--- config.mk ---
export PLATFORM = sky130hd
export DESIGN_NAME = strict_base64_decoder
export DESIGN_NICKNAME = d
export VERILOG_FILES = /design/src/hdl/sb64_pkg.sv /design/src/hdl/sb64_front.sv /design/src/hdl/sb64_queue.sv /design/src/hdl/sb64_back.sv /design/src/hdl/strict_base64_decoder.sv
export SDC_FILE = /design/constraint.sdc
export NUM_CORES = 1
export LEC_CHECK = 0
export BUFFER_PORTS_ARGS = -buffer_cell sky130_fd_sc_hd__clkbuf_2
export CAP_MARGIN = 20
export CORE_MARGIN = 2
export CORE_UTILIZATION = 55
export CTS_CLUSTER_DIAMETER = 200
export DETAILED_ROUTE_END_ITERATION = 16
export PLACE_DENSITY = 0.72
export SLEW_MARGIN = 20
export SYNTH_ARGS = -nofsm -noshare
export SYNTH_HDL_FRONTEND = slang
export SYNTH_SLANG_ARGS = --single-unit
--- constraint.sdc ---
create_clock -name clk -period 6.9 [get_ports clk]
set_input_delay 1.38 -clock clk [delete_from_list [all_inputs] [get_ports clk]]
set_output_delay 1.38 -clock clk [all_outputs]
set_load 0.02 [all_outputs]
--- src/hdl/sb64_pkg.sv ---
// ----------------------------------------------------------------------------
// sb64_pkg
// Shared types, status codes and the symbol decode and error merge functions
// of the strict Base64 decoder.
// ----------------------------------------------------------------------------
`default_nettype none

package sb64_pkg;

	// status codes reported with the end of a string
	localparam logic [2:0] ST_OK    = 3'd0;
	localparam logic [2:0] ST_LEN   = 3'd1;
	localparam logic [2:0] ST_CHAR  = 3'd2;
	localparam logic [2:0] ST_CANON = 3'd3;
	localparam logic [2:0] ST_LONG  = 3'd4;

	// padding character
	localparam logic [7:0] CH_PAD = 8'h3D;

	// queue between front and back
	localparam int Q_DEPTH = 4;
	localparam int Q_AW    = 2;

	localparam logic [15:0] COUNT_MAX = 16'hFFFF;

	typedef struct packed {
		logic [7:0] char_code;
		logic       has_char;
		logic       last_char;
	} in_word_t;

	typedef struct packed {
		logic [7:0]  byte_value;
		logic        byte_valid;
		logic        end_of_string;
		logic [2:0]  status;
		logic [15:0] out_count;
	} out_word_t;

	// one decoded group plus the end report, as queued for the back end
	typedef struct packed {
		logic [23:0] bytes;
		logic [1:0]  nbytes;
		logic        eos;
		logic [2:0]  status;
		logic [15:0] count;
	} entry_t;

	// symbol value of a character: {valid, value}
	function automatic logic [6:0] sym_decode(input logic [7:0] c);
		logic [6:0] r;
		r = '0;
		if (c inside {[8'h41:8'h5A]}) begin
			r = {1'b1, 6'(c - 8'h41)};
		end else if (c inside {[8'h61:8'h7A]}) begin
			r = {1'b1, 6'(c - 8'h61 + 8'd26)};
		end else if (c inside {[8'h30:8'h39]}) begin
			r = {1'b1, 6'(c - 8'h30 + 8'd52)};
		end else if (c == 8'h2B) begin
			r = {1'b1, 6'd62};
		end else if (c == 8'h2F) begin
			r = {1'b1, 6'd63};
		end
		return r;
	endfunction

	// keep the first error, but too long wins and bad char replaces canonical
	function automatic logic [2:0] note_err(input logic [2:0] cur, input logic [2:0] e);
		logic [2:0] r;
		r = cur;
		if (cur == ST_OK || e == ST_LONG || (e == ST_CHAR && cur == ST_CANON)) begin
			r = e;
		end
		return r;
	endfunction

endpackage

`default_nettype wire

--- src/hdl/sb64_front.sv ---
// ----------------------------------------------------------------------------
// sb64_front
// Takes one character a cycle while the queue is not full, tracks group position,
// accumulator, padding, error and counts, and pushes a group entry when bytes or an end result.
// ----------------------------------------------------------------------------
`default_nettype none

module sb64_front #(
	parameter int MAX_TEXT_CHARS = 65536
) (
	input  wire                 clk,
	input  wire                 arst_n,
	input  wire                 in_valid,
	output logic                in_ready,
	input  sb64_pkg::in_word_t  in_word,
	input  wire                 q_full,
	output logic                q_push,
	output sb64_pkg::entry_t    q_data
);
	import sb64_pkg::*;

	localparam int CW = $clog2(MAX_TEXT_CHARS + 1);
	localparam logic [CW-1:0] CMAX = CW'(MAX_TEXT_CHARS);

	logic [1:0]    gp_q, gp_d;
	logic [17:0]   acc_q, acc_d;
	logic [1:0]    pad_q, pad_d;
	logic [2:0]    err_q, err_d;
	logic [15:0]   bc_q, bc_d;
	logic [CW-1:0] cc_q, cc_d;

	logic [6:0]    sym_r;
	logic [5:0]    sym;
	logic [1:0]    nb;
	logic [23:0]   word;
	logic [16:0]   bc_sum;
	logic [2:0]    st;
	logic          take;

	assign in_ready = !q_full;
	assign take     = in_valid && in_ready;

	// next state and group entry for the word at the input
	always_comb begin
		gp_d   = gp_q;
		acc_d  = acc_q;
		pad_d  = pad_q;
		err_d  = err_q;
		bc_d   = bc_q;
		cc_d   = cc_q;
		nb     = 2'd0;
		word   = '0;
		sym    = '0;
		st     = ST_OK;
		bc_sum = '0;
		sym_r  = sym_decode(in_word.char_code);
		q_data = '0;
		if (in_word.has_char) begin
			if (cc_q >= CMAX) begin
				err_d = note_err(err_d, ST_LONG);
			end else begin
				cc_d = cc_q + CW'(1);
				// padding placement and symbol check
				if (in_word.char_code == CH_PAD) begin
					if (gp_q == 2'd2 && pad_q == 2'd0) begin
						pad_d = 2'd1;
					end else if (gp_q == 2'd3 && pad_q < 2'd2) begin
						pad_d = pad_q + 2'd1;
					end else begin
						err_d = note_err(err_d, ST_CHAR);
					end
				end else if (!sym_r[6] || pad_q != 2'd0) begin
					err_d = note_err(err_d, ST_CHAR);
				end else begin
					sym = sym_r[5:0];
				end
				// group completion
				if (gp_q == 2'd3) begin
					word = {acc_q, sym};
					nb   = 2'd3;
					if (pad_d == 2'd1) begin
						if (acc_q[1:0] != 2'd0) begin
							err_d = note_err(err_d, ST_CANON);
						end
						nb = 2'd2;
					end else if (pad_d == 2'd2) begin
						if (acc_q[9:6] != 4'd0) begin
							err_d = note_err(err_d, ST_CANON);
						end
						nb = 2'd1;
					end
					if (err_d == ST_OK) begin
						bc_sum = {1'b0, bc_q} + 17'(nb);
						bc_d   = bc_sum[16] ? COUNT_MAX : bc_sum[15:0];
					end else begin
						nb = 2'd0;
					end
					acc_d = '0;
					gp_d  = 2'd0;
				end else begin
					acc_d = {acc_q[11:0], sym};
					gp_d  = gp_q + 2'd1;
				end
			end
		end
		q_data.bytes  = word;
		q_data.nbytes = nb;
		// end of string report and clear
		if (in_word.last_char) begin
			if (err_d == ST_LONG) begin
				st = ST_LONG;
			end else if (gp_d != 2'd0) begin
				st = ST_LEN;
			end else begin
				st = err_d;
			end
			q_data.eos    = 1'b1;
			q_data.status = st;
			q_data.count  = (st == ST_OK) ? bc_d : 16'd0;
			gp_d  = '0;
			acc_d = '0;
			pad_d = '0;
			err_d = ST_OK;
			bc_d  = '0;
			cc_d  = '0;
		end
		q_push = take && (nb != 2'd0 || in_word.last_char);
	end

	// string state
	always_ff @(posedge clk or negedge arst_n) begin
		if (!arst_n) begin
			gp_q  <= '0;
			acc_q <= '0;
			pad_q <= '0;
			err_q <= ST_OK;
			bc_q  <= '0;
			cc_q  <= '0;
		end else if (take) begin
			gp_q  <= gp_d;
			acc_q <= acc_d;
			pad_q <= pad_d;
			err_q <= err_d;
			bc_q  <= bc_d;
			cc_q  <= cc_d;
		end
	end

endmodule

`default_nettype wire

--- src/hdl/sb64_queue.sv ---
// ----------------------------------------------------------------------------
// sb64_queue
// Short first-in first-out store of group entries between the front and
// the back end.
// ----------------------------------------------------------------------------
`default_nettype none

module sb64_queue (
	input  wire                 clk,
	input  wire                 arst_n,
	input  wire                 push,
	input  sb64_pkg::entry_t    push_data,
	output logic                full,
	input  wire                 pop,
	output sb64_pkg::entry_t    head,
	output logic                empty
);
	import sb64_pkg::*;

	entry_t          mem_q [Q_DEPTH];
	logic [Q_AW-1:0] wr_q, rd_q;
	logic [Q_AW:0]   cnt_q;

	assign full  = (cnt_q == (Q_AW+1)'(Q_DEPTH));
	assign empty = (cnt_q == '0);
	assign head  = mem_q[rd_q];

	// entry storage
	always_ff @(posedge clk) begin
		if (push) begin
			mem_q[wr_q] <= push_data;
		end
	end

	// pointers and fill level
	always_ff @(posedge clk or negedge arst_n) begin
		if (!arst_n) begin
			wr_q  <= '0;
			rd_q  <= '0;
			cnt_q <= '0;
		end else begin
			if (push) begin
				wr_q <= wr_q + Q_AW'(1);
			end
			if (pop) begin
				rd_q <= rd_q + Q_AW'(1);
			end
			if (push && !pop) begin
				cnt_q <= cnt_q + (Q_AW+1)'(1);
			end else if (pop && !push) begin
				cnt_q <= cnt_q - (Q_AW+1)'(1);
			end
		end
	end

endmodule

`default_nettype wire

--- src/hdl/sb64_back.sv ---
// ----------------------------------------------------------------------------
// sb64_back
// Splits each queued group entry into result words, one a cycle while the
// receiver is ready, into an output register.
// ----------------------------------------------------------------------------
`default_nettype none

module sb64_back (
	input  wire                 clk,
	input  wire                 arst_n,
	input  sb64_pkg::entry_t    head,
	input  wire                 empty,
	output logic                pop,
	output logic                out_valid,
	input  wire                 out_ready,
	output sb64_pkg::out_word_t out_word
);
	import sb64_pkg::*;

	logic [1:0] idx_q;
	logic [1:0] fin;
	logic       load;
	logic       at_end;
	out_word_t  nxt;
	logic       out_valid_q;
	out_word_t  out_word_q;

	assign fin    = (head.nbytes == 2'd0) ? 2'd0 : head.nbytes - 2'd1;
	assign at_end = (idx_q == fin);
	assign load   = !empty && (!out_valid_q || out_ready);
	assign pop    = load && at_end;

	// result word for the current position in the head entry
	always_comb begin
		nxt            = '0;
		nxt.byte_valid = (head.nbytes != 2'd0);
		if (nxt.byte_valid) begin
			case (idx_q)
				2'd0:    nxt.byte_value = head.bytes[23:16];
				2'd1:    nxt.byte_value = head.bytes[15:8];
				default: nxt.byte_value = head.bytes[7:0];
			endcase
		end
		if (at_end && head.eos) begin
			nxt.end_of_string = 1'b1;
			nxt.status        = head.status;
			nxt.out_count     = head.count;
		end
	end

	// position within the entry and output valid
	always_ff @(posedge clk or negedge arst_n) begin
		if (!arst_n) begin
			idx_q       <= '0;
			out_valid_q <= 1'b0;
		end else begin
			if (load) begin
				idx_q <= at_end ? 2'd0 : idx_q + 2'd1;
			end
			if (load) begin
				out_valid_q <= 1'b1;
			end else if (out_ready) begin
				out_valid_q <= 1'b0;
			end
		end
	end

	// output payload
	always_ff @(posedge clk) begin
		if (load) begin
			out_word_q <= nxt;
		end
	end

	assign out_valid = out_valid_q;
	assign out_word  = out_word_q;

endmodule

`default_nettype wire

--- src/hdl/strict_base64_decoder.sv ---
// ----------------------------------------------------------------------------
// strict_base64_decoder
// Strict Base64 decoder: characters in, decoded bytes and an end report out.
// ----------------------------------------------------------------------------
// Input channel in_valid/in_ready/in_word carries one character a word, with
// has_char and last_char marks; an end with no character is a word with
// has_char low. Output channel out_valid/out_ready/out_word carries one
// decoded byte a word; the last word of a string has end_of_string set with
// status and byte count, or is a word with no byte if the final character
// gave none. A string with a non-zero status is to be discarded.
// Throughput: one character a cycle and one result word a cycle while the
// receiver is ready. A full group gives three words for four characters, so
// the back end keeps up. The front writes the entry of an accepted character
// into a four-entry queue, and the back end registers the result word from
// the queue head in the output register. When the receiver stalls, the queue
// fills and in_ready stays low while it holds four entries, whatever the
// character at the input.
// Reset clears the string state, the queue and the output valid flag.
// ----------------------------------------------------------------------------
`default_nettype none

module strict_base64_decoder #(
	parameter int MAX_TEXT_CHARS = 65536
) (
	input  wire                 clk,
	input  wire                 arst_n,
	input  wire                 in_valid,
	output logic                in_ready,
	input  sb64_pkg::in_word_t  in_word,
	output logic                out_valid,
	input  wire                 out_ready,
	output sb64_pkg::out_word_t out_word
);
	import sb64_pkg::*;

	logic   q_full, q_empty, q_push, q_pop;
	entry_t q_data, q_head;

	// character classification and group assembly
	sb64_front #(
		.MAX_TEXT_CHARS(MAX_TEXT_CHARS)
	) u_front (
		.clk      (clk),
		.arst_n   (arst_n),
		.in_valid (in_valid),
		.in_ready (in_ready),
		.in_word  (in_word),
		.q_full   (q_full),
		.q_push   (q_push),
		.q_data   (q_data)
	);

	// group entry queue
	sb64_queue u_queue (
		.clk       (clk),
		.arst_n    (arst_n),
		.push      (q_push),
		.push_data (q_data),
		.full      (q_full),
		.pop       (q_pop),
		.head      (q_head),
		.empty     (q_empty)
	);

	// byte serialiser
	sb64_back u_back (
		.clk       (clk),
		.arst_n    (arst_n),
		.head      (q_head),
		.empty     (q_empty),
		.pop       (q_pop),
		.out_valid (out_valid),
		.out_ready (out_ready),
		.out_word  (out_word)
	);

`ifndef NO_ASSERTIONS
	// no push into a full queue
	a_no_overflow: assert property (@(posedge clk) disable iff (!arst_n)
		q_push |-> !q_full)
		else $error("queue overflow");

	// a word without a byte only ever carries the end of a string
	a_empty_is_end: assert property (@(posedge clk) disable iff (!arst_n)
		(out_valid && !out_word.byte_valid) |-> out_word.end_of_string)
		else $error("byteless word without end mark");

	// status and count are zero away from the end
	a_mid_clean: assert property (@(posedge clk) disable iff (!arst_n)
		(out_valid && !out_word.end_of_string) |->
		(out_word.status == ST_OK && out_word.out_count == 16'd0))
		else $error("status or count set mid-string");

	// a non-zero count only comes with an ok status
	a_count_ok: assert property (@(posedge clk) disable iff (!arst_n)
		(out_valid && out_word.status != ST_OK) |-> out_word.out_count == 16'd0)
		else $error("count reported with error status");
`endif

endmodule

`default_nettype wire

==> metrics.md <==
| Metric | Value |
|---|---|
| Max_slew headroom | `30.76%` |
| CP Capture Type | `flop` |
| CTS root buffer | `clkbuf_16` |
| Vias | `7412` |
| Tot Pwr | `0.005128 W` |
| Vias in the first global route | `7134` |
| Post-CTS Setup Inserts | `0` |
| Via density | `6.051` |
| Post-CTS Hold Fix Bufs | `0` |
| Sequential share of power | `42.6%` |
| Yosys reg bits | `281` |
| M2 GR Usage | `31.79%` |
| Cells after synthesis | `866` |
| Final Skew | `12.30 ps` |
| Die Span X | `155.0 um` |
| Max Clk Rate | `212.7 MHz` |
| Critical path origin | `in_word[4]` |
| Total GRT Usage | `20.86%` |
| Clock tree sinks | `281` |
| Comb pwr share | `25.6%` |
| Final Hold Vio Count | `0` |
| Reg clk slew, reported paths | `60 ps` |
| Sequential-to-total area share from yosys stat | `64.59%` |
| Clk_lat worst skew | `540 ps` |
| CORE AREA | `22500 um2` |
| Maximum VDD drop | `0.0001671 V` |
| TritonCTS clock tree | `yes` |
| Worst-path fanout max | `10` |
| Synthesis-to-layout area growth | `12.33%` |
| CP Buf/Inv Count | `1` |
| FF-to-FF Start | `u_front.gp_q[0]$_DFFE_PN0P_` |
| IO Pins | `45` |
| GRT busiest layer | `met1` |
| Worst Path Required | `7130 ps` |
| Final net count | `956` |
| Fin Setup TNS | `0 ps` |
| Fraction of layout cells with a size suffix above 1 | `20.11%` |
| Port bufs | `44` |
| Power Dens Cells | `364.1 nW/um2` |
| Post-detail-place hpwl | `15.47 mm` |
| Die area | `24020 um2` |
| Number of synthesized flops with an enable pin | `213` |
| CP max stage cell | `a211oi_1` |
| Final Critical Period | `4702 ps` |
| Max Root-Sink Buffers | `3` |
| # H-tree levels | `1` |
| HP Class | `flop to flop` |
| First-pass GRT wire length | `39.27 mm` |
| Sw Share | `29.10%` |
| Cell mode on critical path | `nor2_1` |
| Core Rows | `55` |
| Synthesis Warnings | `0` |
| Slowest cell delay on critical path | `640 ps` |
| TritonCTS buffer count | `29` |
| Int Pwr | `0.003636 W` |
| CP startpoint kind | `primary input` |
| Synth async-reset ratio | `24.20%` |
| Total Wirelength | `24.24 mm` |
| Fin crit share | `68.15%` |
| ANT nets after route | `0` |
| Max Cap Viol | `0` |
| Number of fill cells | `1626` |
| Number of antenna violations at the first check in global routing | `0` |
| Critical path, cell by cell | `clkbuf_2 -> ha_1 -> and3_1 -> a21oi_1 -> a31oi_1 -> nor2_1 -> nor2_1 -> ha_1 -> fa_1 -> nand3_1 -> nor3_2 -> nand3_1 -> nor2_1 -> nor2_2 -> a211oi_1` |
| Clock share of power | `31.8%` |
| Routed wire per std cell | `19.78 um` |
| Initial core utilization | `55.71%` |
| Final setup violation count | `0` |
| Utilization after layout | `62.58%` |
| Syn avg cell area | `14.48 um2` |
| Crit path kind | `primary input to flop` |
| Largest net degree at the start of global routing | `69` |
| DRC | `0` |
| Synthesized net count | `904` |
| Slew Limit Fails | `0` |
| Worst EP arrival | `4940 ps` |
| Congestion Overflow GR | `0` |
| Netlist cell types | `73` |
| P_sw | `0.001492 W` |
| Synth Flop Type | `edfxtp_1` |
| Die height | `155.0 um` |
| Antenna cell count | `0` |
| Resize count post-CTS | `0` |
| Mapped cell area | `12540 um2` |
| Status | `finished, final reports clean` |
| Initial DRC Count | `653` |
| Top delay family on crit path | `simple AND/OR/NAND/NOR gates` |
| Final Wtd Congestion | `0.8973` |
| Worst slew pin tran | `1033 ps` |
| Grt met3 use | `3.203%` |
| P_leak | `5.318 nW` |
| DRT Pass-1 Iters | `5` |
| GR Layer Usage met1 | `32.20%` |
| Worst hold start | `u_queue.cnt_q[2]$_DFFE_PN0P_` |
| RSZ-0062 raised after global routing | `no` |
-- power groups by stage --
stage	sequential [W]	clock, W	combinational [W]
after CTS	0.00219	0.00167	0.00133
after detailed placement	0.00222	0	0.00132
after floorplan	0.00231	0	0.000856
after global routing	0.00221	0.00173	0.00145
after global placement	0.00221	0	0.00130
final	0.00218	0.00163	0.00131
-- routing by layer --
metal / vias to the layer above / routed length (um)
li1: 3464 / -
met5: - / 0
met1: 3716 / 11400
met3: 23 / 1354
met4: 0 / 296
met2: 209 / 11190
-- logic make-up after synthesis --
family | share of synthesized area (%)
adder cells (fa/ha/maj) | 2.515
buffers and inverters | 2.285
XOR/XNOR | 1.607
flip-flops | 64.59
AO/OA/AOI/OAI | 10.15
AND/OR/NAND/NOR | 10.33
multiplexers | 8.523
-- worst paths after layout --
path,cells after the start,slack [ps],endpoint
worst max-delay path,15,2200,u_queue.mem_q[0][5]$_DFFE_PP_
worst min-delay path,1,490,u_queue.cnt_q[2]$_DFFE_PN0P_
worst max register to register,14,2420,u_queue.mem_q[0][5]$_DFFE_PP_
worst min register to register,1,490,u_queue.cnt_q[2]$_DFFE_PN0P_
max in group asynchronous,2,5230,u_front.acc_q[16]$_DFFE_PN0P_
min in group asynchronous,2,1020,u_back.idx_q[1]$_DFFE_PN0P_
-- per-stage QoR --
step,std cells,hold WS (ps),worst slack (ps),instance area (um2)
after floorplan,866,456.0,2257,12540
after global placement,1172,483.3,1768,13070
after detailed placement,1172,482.7,1679,13080
after CTS,1225,490.7,2221,14080
after global routing,1225,526.3,1930,14080
final,1225,492.8,2198,14080
-- sequential cells by signal, summed over array words and instances, names as in the netlist, 3 cells and up --
register	cells
u_front.acc_q	18
u_back.out_word	29
u_front.bc_q	16
u_front.err_q	3
u_queue.cnt_q	3
u_queue.mem_q	184
u_front.cc_q	17
-- worst register-to-register path: stages, from the launching register on --
cell	delay, ps
dfrtp_1	430
ha_1	650
and3_1	320
a21oi_1	80
a31oi_1	160
nor2_1	80
nor2_1	90
ha_1	180
fa_1	280
nand3_1	140
nor3_2	350
nand3_1	230
nor2_1	380
nor2_2	160
a211oi_1	640
-- area by class of cell --
type	instances	area, um2	share of cell area (%)
tap	285	356.6	2.532
timing repair buffer	57	317.8	2.257
sequential	281	8100	57.52
inverter	31	116.4	0.8263
multi-input combinational	518	4187	29.73
clock buffer	40	777.0	5.518
clock inverter	13	227.7	1.617
-- Yosys cell counts, types with 3 or more instances --
cell / instances / area, um2
nand2b_1: 7 / 43.79
a21oi_1: 51 / 255.2
xor2_1: 14 / 122.6
a22oi_1: 8 / 60.06
a311oi_2: 3 / 45.04
a311oi_1: 11 / 96.34
dfrtp_1: 68 / 1702
o21ai_0: 26 / 130.1
a31oi_1: 5 / 31.28
a21oi_2: 4 / 35.03
nor3_1: 16 / 80.08
nand2_1: 62 / 232.7
nor2_1: 54 / 202.7
a22o_1: 13 / 113.9
buf_6: 3 / 33.78
xnor2_1: 9 / 78.83
and4_1: 5 / 43.79
and3_1: 53 / 331.6
edfxtp_1: 213 / 6396
o22ai_1: 4 / 25.02
and2_1: 13 / 81.33
nor2b_1: 5 / 31.28
mux4_2: 46 / 1036
inv_1: 31 / 116.4
a211oi_2: 7 / 87.58
nand3_1: 15 / 75.07
a211oi_1: 7 / 52.55
buf_1: 4 / 15.01
o31ai_1: 3 / 22.52
buf_2: 4 / 20.02
clkbuf_1: 23 / 86.33
nand4_1: 4 / 25.02
ha_1: 22 / 275.3
-- cell usage in the layout, fill, tap and decap left out, types with 3 or more instances in the layout --
| cell | instances |
|---|---|
| buf_4 | 13 |
| inv_1 | 31 |
| o21ai_0 | 25 |
| clkbuf_1 | 10 |
| a22oi_1 | 8 |
| and2_1 | 9 |
| nor2b_1 | 5 |
| and3_1 | 53 |
| bufinv_16 | 6 |
| nand2b_1 | 7 |
| nor2_1 | 53 |
| and2_2 | 4 |
| a311oi_2 | 3 |
| o22ai_1 | 4 |
| ha_1 | 22 |
| a211oi_1 | 7 |
| clkbuf_2 | 43 |
| a21oi_1 | 50 |
| mux4_2 | 46 |
| a311oi_1 | 11 |
| xnor2_1 | 9 |
| nand4_1 | 4 |
| a211oi_2 | 7 |
| a21oi_2 | 4 |
| xor2_1 | 14 |
| a31oi_1 | 5 |
| a22o_1 | 13 |
| nor3_1 | 16 |
| and4_1 | 5 |
| edfxtp_1 | 213 |
| clkbuf_16 | 29 |
| nand2_1 | 62 |
| dfrtp_1 | 66 |
| nand3_1 | 15 |
(Power assumes the default switching activity.)
